[src/hw/rtl/scan_alert_mode_controller_top_defines.svh]
// Assertion macros used by the core of the scan and alert mode controller.
`ifndef SCAN_ALERT_MODE_CONTROLLER_TOP_DEFINES_SVH
`define SCAN_ALERT_MODE_CONTROLLER_TOP_DEFINES_SVH

// Same-cycle implication, checked on every rising edge outside reset.
`define SAMC_ASSERT_NOW(label, ante, cons, msg) \
  label: assert property (@(posedge clk) disable iff (rst) (ante) |-> (cons)) \
    else $error(msg);

// Next-cycle implication, checked on every rising edge outside reset.
`define SAMC_ASSERT_NEXT(label, ante, cons, msg) \
  label: assert property (@(posedge clk) disable iff (rst) (ante) |=> (cons)) \
    else $error(msg);

`endif

[src/hw/rtl/samc_pkg.sv]
// Types, constants and helper functions of the scan and alert mode controller.
package samc_pkg;

  localparam int TIMER_WIDTH_DEFAULT = 20;
  localparam int PERIOD_W = 16;
  localparam int HOLD_W   = 20;
  localparam int SIM_W    = 10;
  localparam int ADDR_W   = 5;
  localparam int DATA_W   = 32;

  localparam logic [SIM_W-1:0]    SIM_MAX   = 10'd1000;
  localparam logic [PERIOD_W-1:0] CNT16_MAX = 16'hFFFF;

  typedef enum logic [2:0] {
    MODE_IDLE    = 3'd0,
    MODE_SCAN    = 3'd1,
    MODE_MATCH   = 3'd2,
    MODE_NOMATCH = 3'd3,
    MODE_PANIC   = 3'd4,
    MODE_NETERR  = 3'd5
  } mode_t;

  typedef enum logic [2:0] {
    FUNC_TICK       = 3'd0,
    FUNC_REQUEST    = 3'd1,
    FUNC_PANIC      = 3'd2,
    FUNC_MATCH      = 3'd3,
    FUNC_NOMATCH    = 3'd4,
    FUNC_CAM_ERROR  = 3'd5
  } func_t;

  typedef enum logic [2:0] {
    MSG_NONE      = 3'd0,
    MSG_SCAN      = 3'd1,
    MSG_MATCH     = 3'd2,
    MSG_NOMATCH   = 3'd3,
    MSG_PANIC     = 3'd4,
    MSG_NETERR    = 3'd5,
    MSG_HEARTBEAT = 3'd6
  } msg_t;

  typedef enum logic [2:0] {
    REG_HEARTBEAT_PERIOD = 3'd0,
    REG_SCAN_TIMEOUT     = 3'd1,
    REG_MATCH_HOLD       = 3'd2,
    REG_NOMATCH_HOLD     = 3'd3,
    REG_PANIC_HOLD       = 3'd4,
    REG_NETERR_HOLD      = 3'd5,
    REG_BLINK_PERIOD     = 3'd6
  } reg_idx_t;

  typedef struct packed {
    logic [PERIOD_W-1:0] heartbeat_period;
    logic [HOLD_W-1:0]   scan_timeout;
    logic [HOLD_W-1:0]   match_hold;
    logic [HOLD_W-1:0]   nomatch_hold;
    logic [HOLD_W-1:0]   panic_hold;
    logic [HOLD_W-1:0]   neterr_hold;
    logic [PERIOD_W-1:0] blink_period;
  } cfg_t;

  typedef struct packed {
    logic buzzer;
    logic red;
    logic amber;
    logic green;
  } drive_t;

  localparam cfg_t CFG_RESET = '{
    heartbeat_period: 16'd5000,
    scan_timeout:     20'd10000,
    match_hold:       20'd5000,
    nomatch_hold:     20'd3000,
    panic_hold:       20'd10000,
    neterr_hold:      20'd5000,
    blink_period:     16'd250
  };

  localparam drive_t DRIVE_RESET = '{buzzer: 1'b0, red: 1'b0, amber: 1'b0, green: 1'b1};

  function automatic drive_t entry_drive(mode_t m);
    drive_t d;
    d = '0;
    case (m)
      MODE_IDLE:    d.green = 1'b1;
      MODE_SCAN:    d.amber = 1'b1;
      MODE_MATCH:   begin
        d.red    = 1'b1;
        d.buzzer = 1'b1;
      end
      MODE_NOMATCH: d.green = 1'b1;
      MODE_PANIC:   begin
        d.red    = 1'b1;
        d.buzzer = 1'b1;
      end
      default:      d.amber = 1'b1;
    endcase
    return d;
  endfunction

  function automatic msg_t entry_msg(mode_t m);
    msg_t r;
    case (m)
      MODE_IDLE:    r = MSG_NONE;
      MODE_SCAN:    r = MSG_SCAN;
      MODE_MATCH:   r = MSG_MATCH;
      MODE_NOMATCH: r = MSG_NOMATCH;
      MODE_PANIC:   r = MSG_PANIC;
      default:      r = MSG_NETERR;
    endcase
    return r;
  endfunction

endpackage

[src/hw/rtl/samc_regs.sv]
// APB configuration registers of the scan and alert mode controller.
module samc_regs (
  input  logic                          clk,
  input  logic                          rst,
  input  logic                          psel,
  input  logic                          penable,
  input  logic                          pwrite,
  input  logic [samc_pkg::ADDR_W-1:0]   paddr,
  input  logic [samc_pkg::DATA_W-1:0]   pwdata,
  output logic [samc_pkg::DATA_W-1:0]   prdata,
  output logic                          pready,
  output samc_pkg::cfg_t                cfg
);

  samc_pkg::reg_idx_t idx;
  logic               wr_en;

  assign pready = 1'b1;
  assign idx    = samc_pkg::reg_idx_t'(paddr[4:2]);
  assign wr_en  = psel && penable && pwrite && pready;

  always_ff @(posedge clk) begin
    if (rst) begin
      cfg <= samc_pkg::CFG_RESET;
    end else if (wr_en) begin
      case (idx)
        samc_pkg::REG_HEARTBEAT_PERIOD: cfg.heartbeat_period <= pwdata[15:0];
        samc_pkg::REG_SCAN_TIMEOUT:     cfg.scan_timeout     <= pwdata[19:0];
        samc_pkg::REG_MATCH_HOLD:       cfg.match_hold       <= pwdata[19:0];
        samc_pkg::REG_NOMATCH_HOLD:     cfg.nomatch_hold     <= pwdata[19:0];
        samc_pkg::REG_PANIC_HOLD:       cfg.panic_hold       <= pwdata[19:0];
        samc_pkg::REG_NETERR_HOLD:      cfg.neterr_hold      <= pwdata[19:0];
        samc_pkg::REG_BLINK_PERIOD:     cfg.blink_period     <= pwdata[15:0];
        default: ;
      endcase
    end
  end

  always_comb begin
    case (idx)
      samc_pkg::REG_HEARTBEAT_PERIOD: prdata = {16'd0, cfg.heartbeat_period};
      samc_pkg::REG_SCAN_TIMEOUT:     prdata = {12'd0, cfg.scan_timeout};
      samc_pkg::REG_MATCH_HOLD:       prdata = {12'd0, cfg.match_hold};
      samc_pkg::REG_NOMATCH_HOLD:     prdata = {12'd0, cfg.nomatch_hold};
      samc_pkg::REG_PANIC_HOLD:       prdata = {12'd0, cfg.panic_hold};
      samc_pkg::REG_NETERR_HOLD:      prdata = {12'd0, cfg.neterr_hold};
      samc_pkg::REG_BLINK_PERIOD:     prdata = {16'd0, cfg.blink_period};
      default:                        prdata = '0;
    endcase
  end

endmodule

[src/hw/rtl/samc_core.sv]
// Mode state machine, timers and result register of the scan and alert controller.
`include "scan_alert_mode_controller_top_defines.svh"

module samc_core #(
  parameter int TIMER_WIDTH = samc_pkg::TIMER_WIDTH_DEFAULT
) (
  input  logic                          clk,
  input  logic                          rst,
  input  samc_pkg::cfg_t                cfg,
  input  logic                          in_valid,
  output logic                          in_ready,
  input  logic [2:0]                    func,
  input  logic [samc_pkg::SIM_W-1:0]    similarity,
  output logic                          out_valid,
  input  logic                          out_ready,
  output logic [2:0]                    mode,
  output logic                          lamp_green,
  output logic                          lamp_amber,
  output logic                          lamp_red,
  output logic                          buzzer_on,
  output logic                          capture_request,
  output logic [2:0]                    message_code,
  output logic [samc_pkg::SIM_W-1:0]    reported_similarity
);

  localparam int CMP_W = (TIMER_WIDTH > samc_pkg::HOLD_W) ? TIMER_WIDTH : samc_pkg::HOLD_W;
  localparam logic [TIMER_WIDTH-1:0] TIMER_MAX = {TIMER_WIDTH{1'b1}};

  // State
  samc_pkg::mode_t                  cur_mode, cur_mode_next;
  logic [TIMER_WIDTH-1:0]           time_in_mode, time_in_mode_next;
  logic [samc_pkg::PERIOD_W-1:0]    hb_count, hb_count_next;
  logic [samc_pkg::PERIOD_W-1:0]    toggle_count, toggle_count_next;
  logic                             amber_phase, amber_phase_next;
  logic [samc_pkg::SIM_W-1:0]       held_sim, held_sim_next;
  samc_pkg::drive_t                 drive, drive_next;

  samc_pkg::msg_t                   msg;
  logic                             capture;
  logic                             in_accept;
  logic                             enter;
  samc_pkg::mode_t                  target;
  logic [samc_pkg::HOLD_W-1:0]      hold;
  logic                             has_hold;
  logic [TIMER_WIDTH-1:0]           tim_inc;
  logic [samc_pkg::PERIOD_W-1:0]    hb_inc;
  logic [samc_pkg::PERIOD_W-1:0]    tog_inc;
  samc_pkg::func_t                  fn;

  // The result register frees the input side whenever it is empty or drains.
  assign in_ready  = !out_valid || out_ready;
  assign in_accept = in_valid && in_ready;
  assign fn        = samc_pkg::func_t'(func);

  assign tim_inc = (time_in_mode == TIMER_MAX) ? time_in_mode : time_in_mode + 1'b1;
  assign hb_inc  = (hb_count == samc_pkg::CNT16_MAX) ? hb_count : hb_count + 1'b1;
  assign tog_inc = (toggle_count == samc_pkg::CNT16_MAX) ? toggle_count : toggle_count + 1'b1;

  always_comb begin
    cur_mode_next     = cur_mode;
    time_in_mode_next = time_in_mode;
    hb_count_next     = hb_count;
    toggle_count_next = toggle_count;
    amber_phase_next  = amber_phase;
    held_sim_next     = held_sim;
    drive_next        = drive;
    msg               = samc_pkg::MSG_NONE;
    capture           = 1'b0;
    enter             = 1'b0;
    target            = samc_pkg::MODE_IDLE;
    hold              = '0;
    has_hold          = 1'b1;

    case (fn)
      samc_pkg::FUNC_TICK: begin
        time_in_mode_next = tim_inc;
        hb_count_next     = hb_inc;
        toggle_count_next = tog_inc;
        case (cur_mode)
          samc_pkg::MODE_IDLE: begin
            has_hold = 1'b0;
            if (hb_inc >= cfg.heartbeat_period) begin
              msg           = samc_pkg::MSG_HEARTBEAT;
              hb_count_next = '0;
            end
          end
          samc_pkg::MODE_SCAN:    hold = cfg.scan_timeout;
          samc_pkg::MODE_MATCH:   hold = cfg.match_hold;
          samc_pkg::MODE_NOMATCH: hold = cfg.nomatch_hold;
          samc_pkg::MODE_PANIC:   hold = cfg.panic_hold;
          default: begin
            // Blink amber while the network error persists.
            if (tog_inc >= cfg.blink_period) begin
              amber_phase_next  = !amber_phase;
              drive_next.amber  = !amber_phase;
              toggle_count_next = '0;
            end
            hold = cfg.neterr_hold;
          end
        endcase
        if (has_hold && (CMP_W'(tim_inc) >= CMP_W'(hold))) begin
          enter  = 1'b1;
          target = (cur_mode == samc_pkg::MODE_SCAN) ? samc_pkg::MODE_NETERR
                                                     : samc_pkg::MODE_IDLE;
        end
      end
      samc_pkg::FUNC_PANIC: begin
        enter  = 1'b1;
        target = samc_pkg::MODE_PANIC;
      end
      samc_pkg::FUNC_REQUEST: begin
        // Ignore a request while a scan is already running.
        if (cur_mode != samc_pkg::MODE_SCAN) begin
          enter   = 1'b1;
          target  = samc_pkg::MODE_SCAN;
          capture = 1'b1;
        end
      end
      samc_pkg::FUNC_MATCH: begin
        if (cur_mode == samc_pkg::MODE_SCAN) begin
          held_sim_next = (similarity > samc_pkg::SIM_MAX) ? samc_pkg::SIM_MAX
                                                           : similarity;
          enter  = 1'b1;
          target = samc_pkg::MODE_MATCH;
        end
      end
      samc_pkg::FUNC_NOMATCH: begin
        if (cur_mode == samc_pkg::MODE_SCAN) begin
          enter  = 1'b1;
          target = samc_pkg::MODE_NOMATCH;
        end
      end
      samc_pkg::FUNC_CAM_ERROR: begin
        if (cur_mode == samc_pkg::MODE_SCAN) begin
          enter  = 1'b1;
          target = samc_pkg::MODE_NETERR;
        end
      end
      default: ;
    endcase

    if (enter) begin
      cur_mode_next     = target;
      time_in_mode_next = '0;
      toggle_count_next = '0;
      amber_phase_next  = (target == samc_pkg::MODE_NETERR);
      drive_next        = samc_pkg::entry_drive(target);
      msg               = samc_pkg::entry_msg(target);
      if (target == samc_pkg::MODE_IDLE) begin
        hb_count_next = '0;
      end
    end
  end

  always_ff @(posedge clk) begin
    if (rst) begin
      cur_mode     <= samc_pkg::MODE_IDLE;
      time_in_mode <= '0;
      hb_count     <= '0;
      toggle_count <= '0;
      amber_phase  <= 1'b0;
      held_sim     <= '0;
      drive        <= samc_pkg::DRIVE_RESET;
    end else if (in_accept) begin
      cur_mode     <= cur_mode_next;
      time_in_mode <= time_in_mode_next;
      hb_count     <= hb_count_next;
      toggle_count <= toggle_count_next;
      amber_phase  <= amber_phase_next;
      held_sim     <= held_sim_next;
      drive        <= drive_next;
    end
  end

  always_ff @(posedge clk) begin
    if (rst) begin
      out_valid <= 1'b0;
    end else if (in_accept) begin
      out_valid <= 1'b1;
    end else if (out_ready) begin
      out_valid <= 1'b0;
    end
  end

  always_ff @(posedge clk) begin
    if (in_accept) begin
      mode                <= cur_mode_next;
      lamp_green          <= drive_next.green;
      lamp_amber          <= drive_next.amber;
      lamp_red            <= drive_next.red;
      buzzer_on           <= drive_next.buzzer;
      capture_request     <= capture;
      message_code        <= msg;
      reported_similarity <= held_sim_next;
    end
  end

  `SAMC_ASSERT_NOW(a_capture_enters_scan,
    out_valid && capture_request,
    mode == samc_pkg::MODE_SCAN && message_code == samc_pkg::MSG_SCAN,
    "capture request without entering scanning")
  `SAMC_ASSERT_NOW(a_heartbeat_only_idle,
    out_valid && message_code == samc_pkg::MSG_HEARTBEAT,
    mode == samc_pkg::MODE_IDLE,
    "heartbeat sent outside idle")
  `SAMC_ASSERT_NEXT(a_panic_always_enters,
    in_accept && fn == samc_pkg::FUNC_PANIC,
    cur_mode == samc_pkg::MODE_PANIC && time_in_mode == '0,
    "panic press did not enter panic")
  `SAMC_ASSERT_NOW(a_alarm_drive,
    cur_mode == samc_pkg::MODE_MATCH || cur_mode == samc_pkg::MODE_PANIC,
    drive.red && drive.buzzer && !drive.green,
    "alarm state without red lamp and buzzer")
  `SAMC_ASSERT_NOW(a_similarity_range,
    1'b1,
    held_sim <= samc_pkg::SIM_MAX,
    "held similarity above full scale")

endmodule

[src/hw/rtl/scan_alert_mode_controller_top.sv]
// Top level of the scan and alert mode controller.
// Takes one item (a millisecond tick or one event) per clock while ready; gives one
// result per item, in the cycle after acceptance. The mode update and all timer
// compares sit between the state registers and a result register; the input
// stays ready while that register is empty or being taken, so full rate is one
// item per cycle when the sink keeps up. Timer registers are written through the
// APB port at byte address 4*index and read back there; write them while idle.
module scan_alert_mode_controller_top #(
  parameter int TIMER_WIDTH = samc_pkg::TIMER_WIDTH_DEFAULT
) (
  input  logic                          clk,
  input  logic                          rst,
  input  logic                          psel,
  input  logic                          penable,
  input  logic                          pwrite,
  input  logic [samc_pkg::ADDR_W-1:0]   paddr,
  input  logic [samc_pkg::DATA_W-1:0]   pwdata,
  output logic [samc_pkg::DATA_W-1:0]   prdata,
  output logic                          pready,
  input  logic                          in_valid,
  output logic                          in_ready,
  input  logic [2:0]                    func,
  input  logic [samc_pkg::SIM_W-1:0]    similarity,
  output logic                          out_valid,
  input  logic                          out_ready,
  output logic [2:0]                    mode,
  output logic                          lamp_green,
  output logic                          lamp_amber,
  output logic                          lamp_red,
  output logic                          buzzer_on,
  output logic                          capture_request,
  output logic [2:0]                    message_code,
  output logic [samc_pkg::SIM_W-1:0]    reported_similarity
);

  samc_pkg::cfg_t cfg;

  samc_regs u_regs (
    .clk     (clk),
    .rst     (rst),
    .psel    (psel),
    .penable (penable),
    .pwrite  (pwrite),
    .paddr   (paddr),
    .pwdata  (pwdata),
    .prdata  (prdata),
    .pready  (pready),
    .cfg     (cfg)
  );

  samc_core #(
    .TIMER_WIDTH (TIMER_WIDTH)
  ) u_core (
    .clk                 (clk),
    .rst                 (rst),
    .cfg                 (cfg),
    .in_valid            (in_valid),
    .in_ready            (in_ready),
    .func                (func),
    .similarity          (similarity),
    .out_valid           (out_valid),
    .out_ready           (out_ready),
    .mode                (mode),
    .lamp_green          (lamp_green),
    .lamp_amber          (lamp_amber),
    .lamp_red            (lamp_red),
    .buzzer_on           (buzzer_on),
    .capture_request     (capture_request),
    .message_code        (message_code),
    .reported_similarity (reported_similarity)
  );

endmodule
[config.mk]
export PLATFORM = sky130hd
export DESIGN_NAME = scan_alert_mode_controller_top
export DESIGN_NICKNAME = d
export VERILOG_FILES = /design/src/hw/rtl/samc_pkg.sv /design/src/hw/rtl/samc_regs.sv /design/src/hw/rtl/samc_core.sv /design/src/hw/rtl/scan_alert_mode_controller_top.sv
export VERILOG_INCLUDE_DIRS = /design/src /design/src/hw/rtl
export SDC_FILE = /design/constraint.sdc
export NUM_CORES = 1
export LEC_CHECK = 0
export BUFFER_PORTS_ARGS = -buffer_cell sky130_fd_sc_hd__buf_2
export CAP_MARGIN = 20
export CELL_PAD_IN_SITES_DETAIL_PLACEMENT = 2
export CELL_PAD_IN_SITES_GLOBAL_PLACEMENT = 2
export CORE_MARGIN = 3
export CORE_UTILIZATION = 40
export DETAILED_ROUTE_END_ITERATION = 16
export PLACE_DENSITY = 0.93
export SYNTH_ARGS = -nofsm -noshare
export SYNTH_HDL_FRONTEND = slang
export SYNTH_HIERARCHICAL = 1
export SYNTH_SLANG_ARGS = --single-unit
export TNS_END_PERCENT = 20
[constraint.sdc]
create_clock -name clk -period 5.35 [get_ports clk]
set_input_delay 0.535 -clock clk [delete_from_list [all_inputs] [get_ports clk]]
set_output_delay 0.535 -clock clk [all_outputs]
set_load 0.01 [all_outputs]
==> out/results.md <==
| Step | Parameter | Value |
| --- | --- | --- |
| worst setup path | Max incr delay on CP | 0.60 ns |
| timing | Sum Neg Setup Slack | 0 ns |
| worst setup path | Setup crit start kind | flop |
| worst setup path | Classification of the worst setup path | reg -> reg |
| worst setup path | Worst path buffer plus inverter count | 0 |
| route | Met3 wirelength from detailed routing | 4.714 mm |
| clocking | Num CTS Buffers | 27 |
| place | Sum of net half-perimeters after detailed placement | 39.47 mm |
| place | GPL Wtd Cong | 0.8301 |
| clocking | Post_cts resized | 0 |
| grt | Sum of overflow across all layers after global routing | 0 |
| worst setup path | Critical path endpoint category | flop |
| clocking | H-tree depth | 1 |
| synth | Async SR Flop Fraction | 0% |
| route | Average wire per standard cell | 31.93 um |
| route | Length of routed met2 wiring | 31.75 mm |
| final layout | Antenna fix cells | 0 |
| route | ANT nets after route | 0 |
| synth | Sequential share of the synthesized area | 33.90% |
| worst setup path | Family with the most delay on the worst path | simple AND/OR/NAND/NOR gates |
| timing | Setup Viol. Count Final | 0 |
| final layout | Synthesis-to-finish area growth | 10.20% |
| worst setup path | CP max-delay cell | sky130_fd_sc_hd__nor4_1 |
| min path | Min-Delay Path Class | in -> reg |
| clocking | Total clock sinks | 224 |
| grt | Via count of the first global-routing pass | 15131 |
| timing | Final count of pins violating max slew | 0 |
| clocking | Buffer levels on the longest clock path | 3 |
| route | Vias per cell | 6.679 |
| synth | Synth Register Bits | 224 |
| timing | Max Freq | 200.2 MHz |
| power and ir drop | Leakage | 6.340 nW |
| worst setup path | R2R setup slack | 0.35 ns |
| floorplanning | Height of the die | 192.1 um |
| floorplanning | Core region area | 33870 um^2 |
| worst setup path | Critical path fanouts, max | 8 |
| synth | Number of warnings printed during yosys synthesis | 6 |
| route | First-iteration detailed-routing DRC count | 1371 |
| synth | Unique cell type count in the Yosys netlist | 91 |
| timing | Number of hold violations in the final report | 0 |
| synth | Post-synth top flop | sky130_fd_sc_hd__dfxtp_1 |
| place | Post-DP Area | 14400 um^2 |
| final layout | Nets@finish | 1727 |
| floorplanning | Die W | 192.1 um |
| grt | Total GRT Usage | 34.36% |
| route | Final Routed Wirelength | 66.46 mm |
| synth | Area of the mapped netlist | 13850 um^2 |
| clocking | Reg clk slew, reported paths | 0.07 ns |
| floorplanning | I/O pin cnt | 113 |
| clocking | Clock root buffer | sky130_fd_sc_hd__clkbuf_16 |
| worst setup path | Chain of cells forming the critical path | and4_1 -> nand4_1 -> nor3_1 -> nand4_1 -> mux2_2 -> ha_1 -> nand4_1 -> nor4_1 -> o2111ai_1 -> nand3_1 -> o21ai_0 -> a311o_1 -> a21oi_1 |
| status | Run status | finished, final reports clean |
| final layout | Core Util, Final | 45.06% |
| timing | Worst slew margin relative to its limit | 16.73% |
| power and ir drop | Peak supply drop | 0.2532 mV |
| clocking | Clock latency on the worst-skew pair | 0.57 ns |
| synth | Area share of the largest cell type after synthesis | 29.34% |
| job | Max Cap Violations | 0 |
| timing | Transition time at the pin with the least slew margin | 1.249 ns |
| floorplanning | Site row count | 67 |
| synth | EDFF count, synth | 21 |
| clocking | CTS tree | built |
| clocking | Post-CTS setup-driven buffer insertion count | 0 |
| route | Top layer in use | met4 |
| grt | Largest net degree at the start of global routing | 173 |
| synth | Most common cell in the synthesized netlist | sky130_fd_sc_hd__dfxtp_1 |
| synth | Ranking of synthesized cells by instance count | sky130_fd_sc_hd__dfxtp_1 (203), sky130_fd_sc_hd__mux2i_1 (151), sky130_fd_sc_hd__nand2_1 (128), sky130_fd_sc_hd__nor2_1 (113), sky130_fd_sc_hd__nand2b_1 (99) |
| grt | Initial antenna violation count | 0 |
| timing | Max Clock Skew | 0.04090 ns |
| timing | RSZ-0062 raised after global routing | false |
| timing | Final worst path period need | 4.996 ns |
| worst setup path | Critical path data required time | 5.78 ns |
| synth | Post-synthesis average cell area | 8.699 um^2 |
| synth | Cells taking the most area after synthesis | sky130_fd_sc_hd__dfxtp_1 (29%), sky130_fd_sc_hd__mux2i_1 (11%), sky130_fd_sc_hd__ha_1 (5.0%), sky130_fd_sc_hd__edfxtp_1 (4.6%), sky130_fd_sc_hd__nand2b_1 (4.5%) |
| route | DR pass1 iterations | 6 |
| clocking | Number of buffers inserted for hold repair after clock tree synthesis | 0 |
| timing | Share of the cycle needed by the critical path after routing | 93.38% |
| synth | Cells after synthesis | 1592 |
| floorplanning | Initial core utilization | 40.89% |
| route | Total vias in the final route | 13899 |
| route | Number of remaining DRC errors | 0 |
| final layout | Post-layout instance area | 15260 um^2 |
| power and ir drop | Power per standard cell area | 265.3 nW/um^2 |
| floorplanning | Total Die Area | 36890 um^2 |
| place | Input/output buffers | 85 |
| final layout | Fraction of layout cells with a size suffix above 1 | 15.19% |
| synth | Cell type with the highest aggregate area in the netlist | sky130_fd_sc_hd__dfxtp_1 |
| worst setup path | Cell mode on critical path | sky130_fd_sc_hd__nand4_1 |
| worst setup path | CP arrival | 5.42 ns |
| grt | First-pass GRT wire length | 97.15 mm |
| route | Met1 WL | 24.34 mm |
[final timing paths]
kind / start / end / cells after the start
min reg2reg: u_core/toggle_count[15] / u_core/toggle_count[15] / 2
min: pwdata[11] / u_regs/cfg[67] / 2
max: u_core/time_in_mode[2] / u_core/cur_mode[2] / 13
max reg2reg: u_core/time_in_mode[2] / u_core/cur_mode[2] / 13
[routing by layer]
layer / up-vias / track usage (%)
li1: 5758 / -
met3: 378 / 6.260
met1: 6952 / 38.98
met2: 811 / 58.76
met4: 0 / 23.06
met5: - / 0
[layout by cell type, fill, tap and decap left out, types with 21 or more instances in the layout]
cell and instances:
sky130_fd_sc_hd__a21oi_1 82, sky130_fd_sc_hd__edfxtp_1 21, sky130_fd_sc_hd__buf_4 26, sky130_fd_sc_hd__mux2i_1 151, sky130_fd_sc_hd__nand3_1 49, sky130_fd_sc_hd__xnor2_1 25, sky130_fd_sc_hd__dfxtp_1 201, sky130_fd_sc_hd__a221oi_1 24
sky130_fd_sc_hd__nor3_1 28, sky130_fd_sc_hd__inv_1 54, sky130_fd_sc_hd__buf_2 84, sky130_fd_sc_hd__nand4_1 31, sky130_fd_sc_hd__mux2_2 30, sky130_fd_sc_hd__nand2_1 127, sky130_fd_sc_hd__nor2b_1 39, sky130_fd_sc_hd__clkbuf_16 28
sky130_fd_sc_hd__nor2_1 113, sky130_fd_sc_hd__nand2b_1 99, sky130_fd_sc_hd__a31oi_1 23, sky130_fd_sc_hd__ha_1 55, sky130_fd_sc_hd__o21ai_0 87
[flip-flops by register name, summed over array words and instances, names as in the netlist]
| register | count |
|---|---|
| u_regs/cfg | 132 |
| u_core/time_in_mode | 20 |
| u_core/hb_count | 16 |
| u_core/toggle_count | 16 |
| u_core/held_sim | 10 |
| u_core/reported_similarity | 10 |
| u_core/drive | 4 |
| u_core/cur_mode | 3 |
| u_core/message_code | 3 |
| u_core/mode | 3 |
| u_core/amber_phase | 1 |
| u_core/buzzer_on | 1 |
| u_core/capture_request | 1 |
| u_core/lamp_amber | 1 |
| u_core/lamp_green | 1 |
| u_core/lamp_red | 1 |
| u_core/out_valid | 1 |
[where the power goes]
part / total [W] / switching, W / internal [W]
clock: 0.00182 / 0.000807 / 0.00101
combinational: 0.000480 / 0.000332 / 0.000148
sequential: 0.00175 / 0.0000275 / 0.00173
total: 0.00405 / 0.00117 / 0.00288
[cell type report]
type                            count  area (um^2)
Fill cell                        3601        18610
Clock inverter                      8        43.79
Multi-Input combinational cell   1194         8298
Timing Repair Buffer              113        674.4
Inverter                           55        206.4
Tap cell                          448        560.5
Clock buffer                       39        782.0
Sequential cell                   224         4697
[stage by stage]
stage / power, W / instances / hold WS [ns] / worst slack [ns]
finish: 0.004050 / 2081 / 0.2529 / 0.3541
global route: 0.004153 / 2081 / 0.2506 / 0.2256
CTS: 0.004036 / 2079 / 0.2242 / 0.4802
detailed placement: 0.002228 / 2032 / 0.4875 / 0.7622
global placement: 0.002193 / 2032 / 0.4449 / 1.066
floorplan: 0.002062 / 1603 / 0.4358 / 1.675
[cells by family (layout without fill, tap and decap cells)]
group           Yosys count  count (layout)  synth area share (%)
mux                     182             182                 13.46
flops                   224             224                 33.90
other cells               2              13               0.05423
compound gates          343             343                 17.12
buf+inv                 185             215                 6.658
xor+xnor                 34              34                 2.150
simple gates            567             567                 21.69
fa+ha+maj                55              55                 4.969
Note: power is estimated with default switching activity, not from simulation.
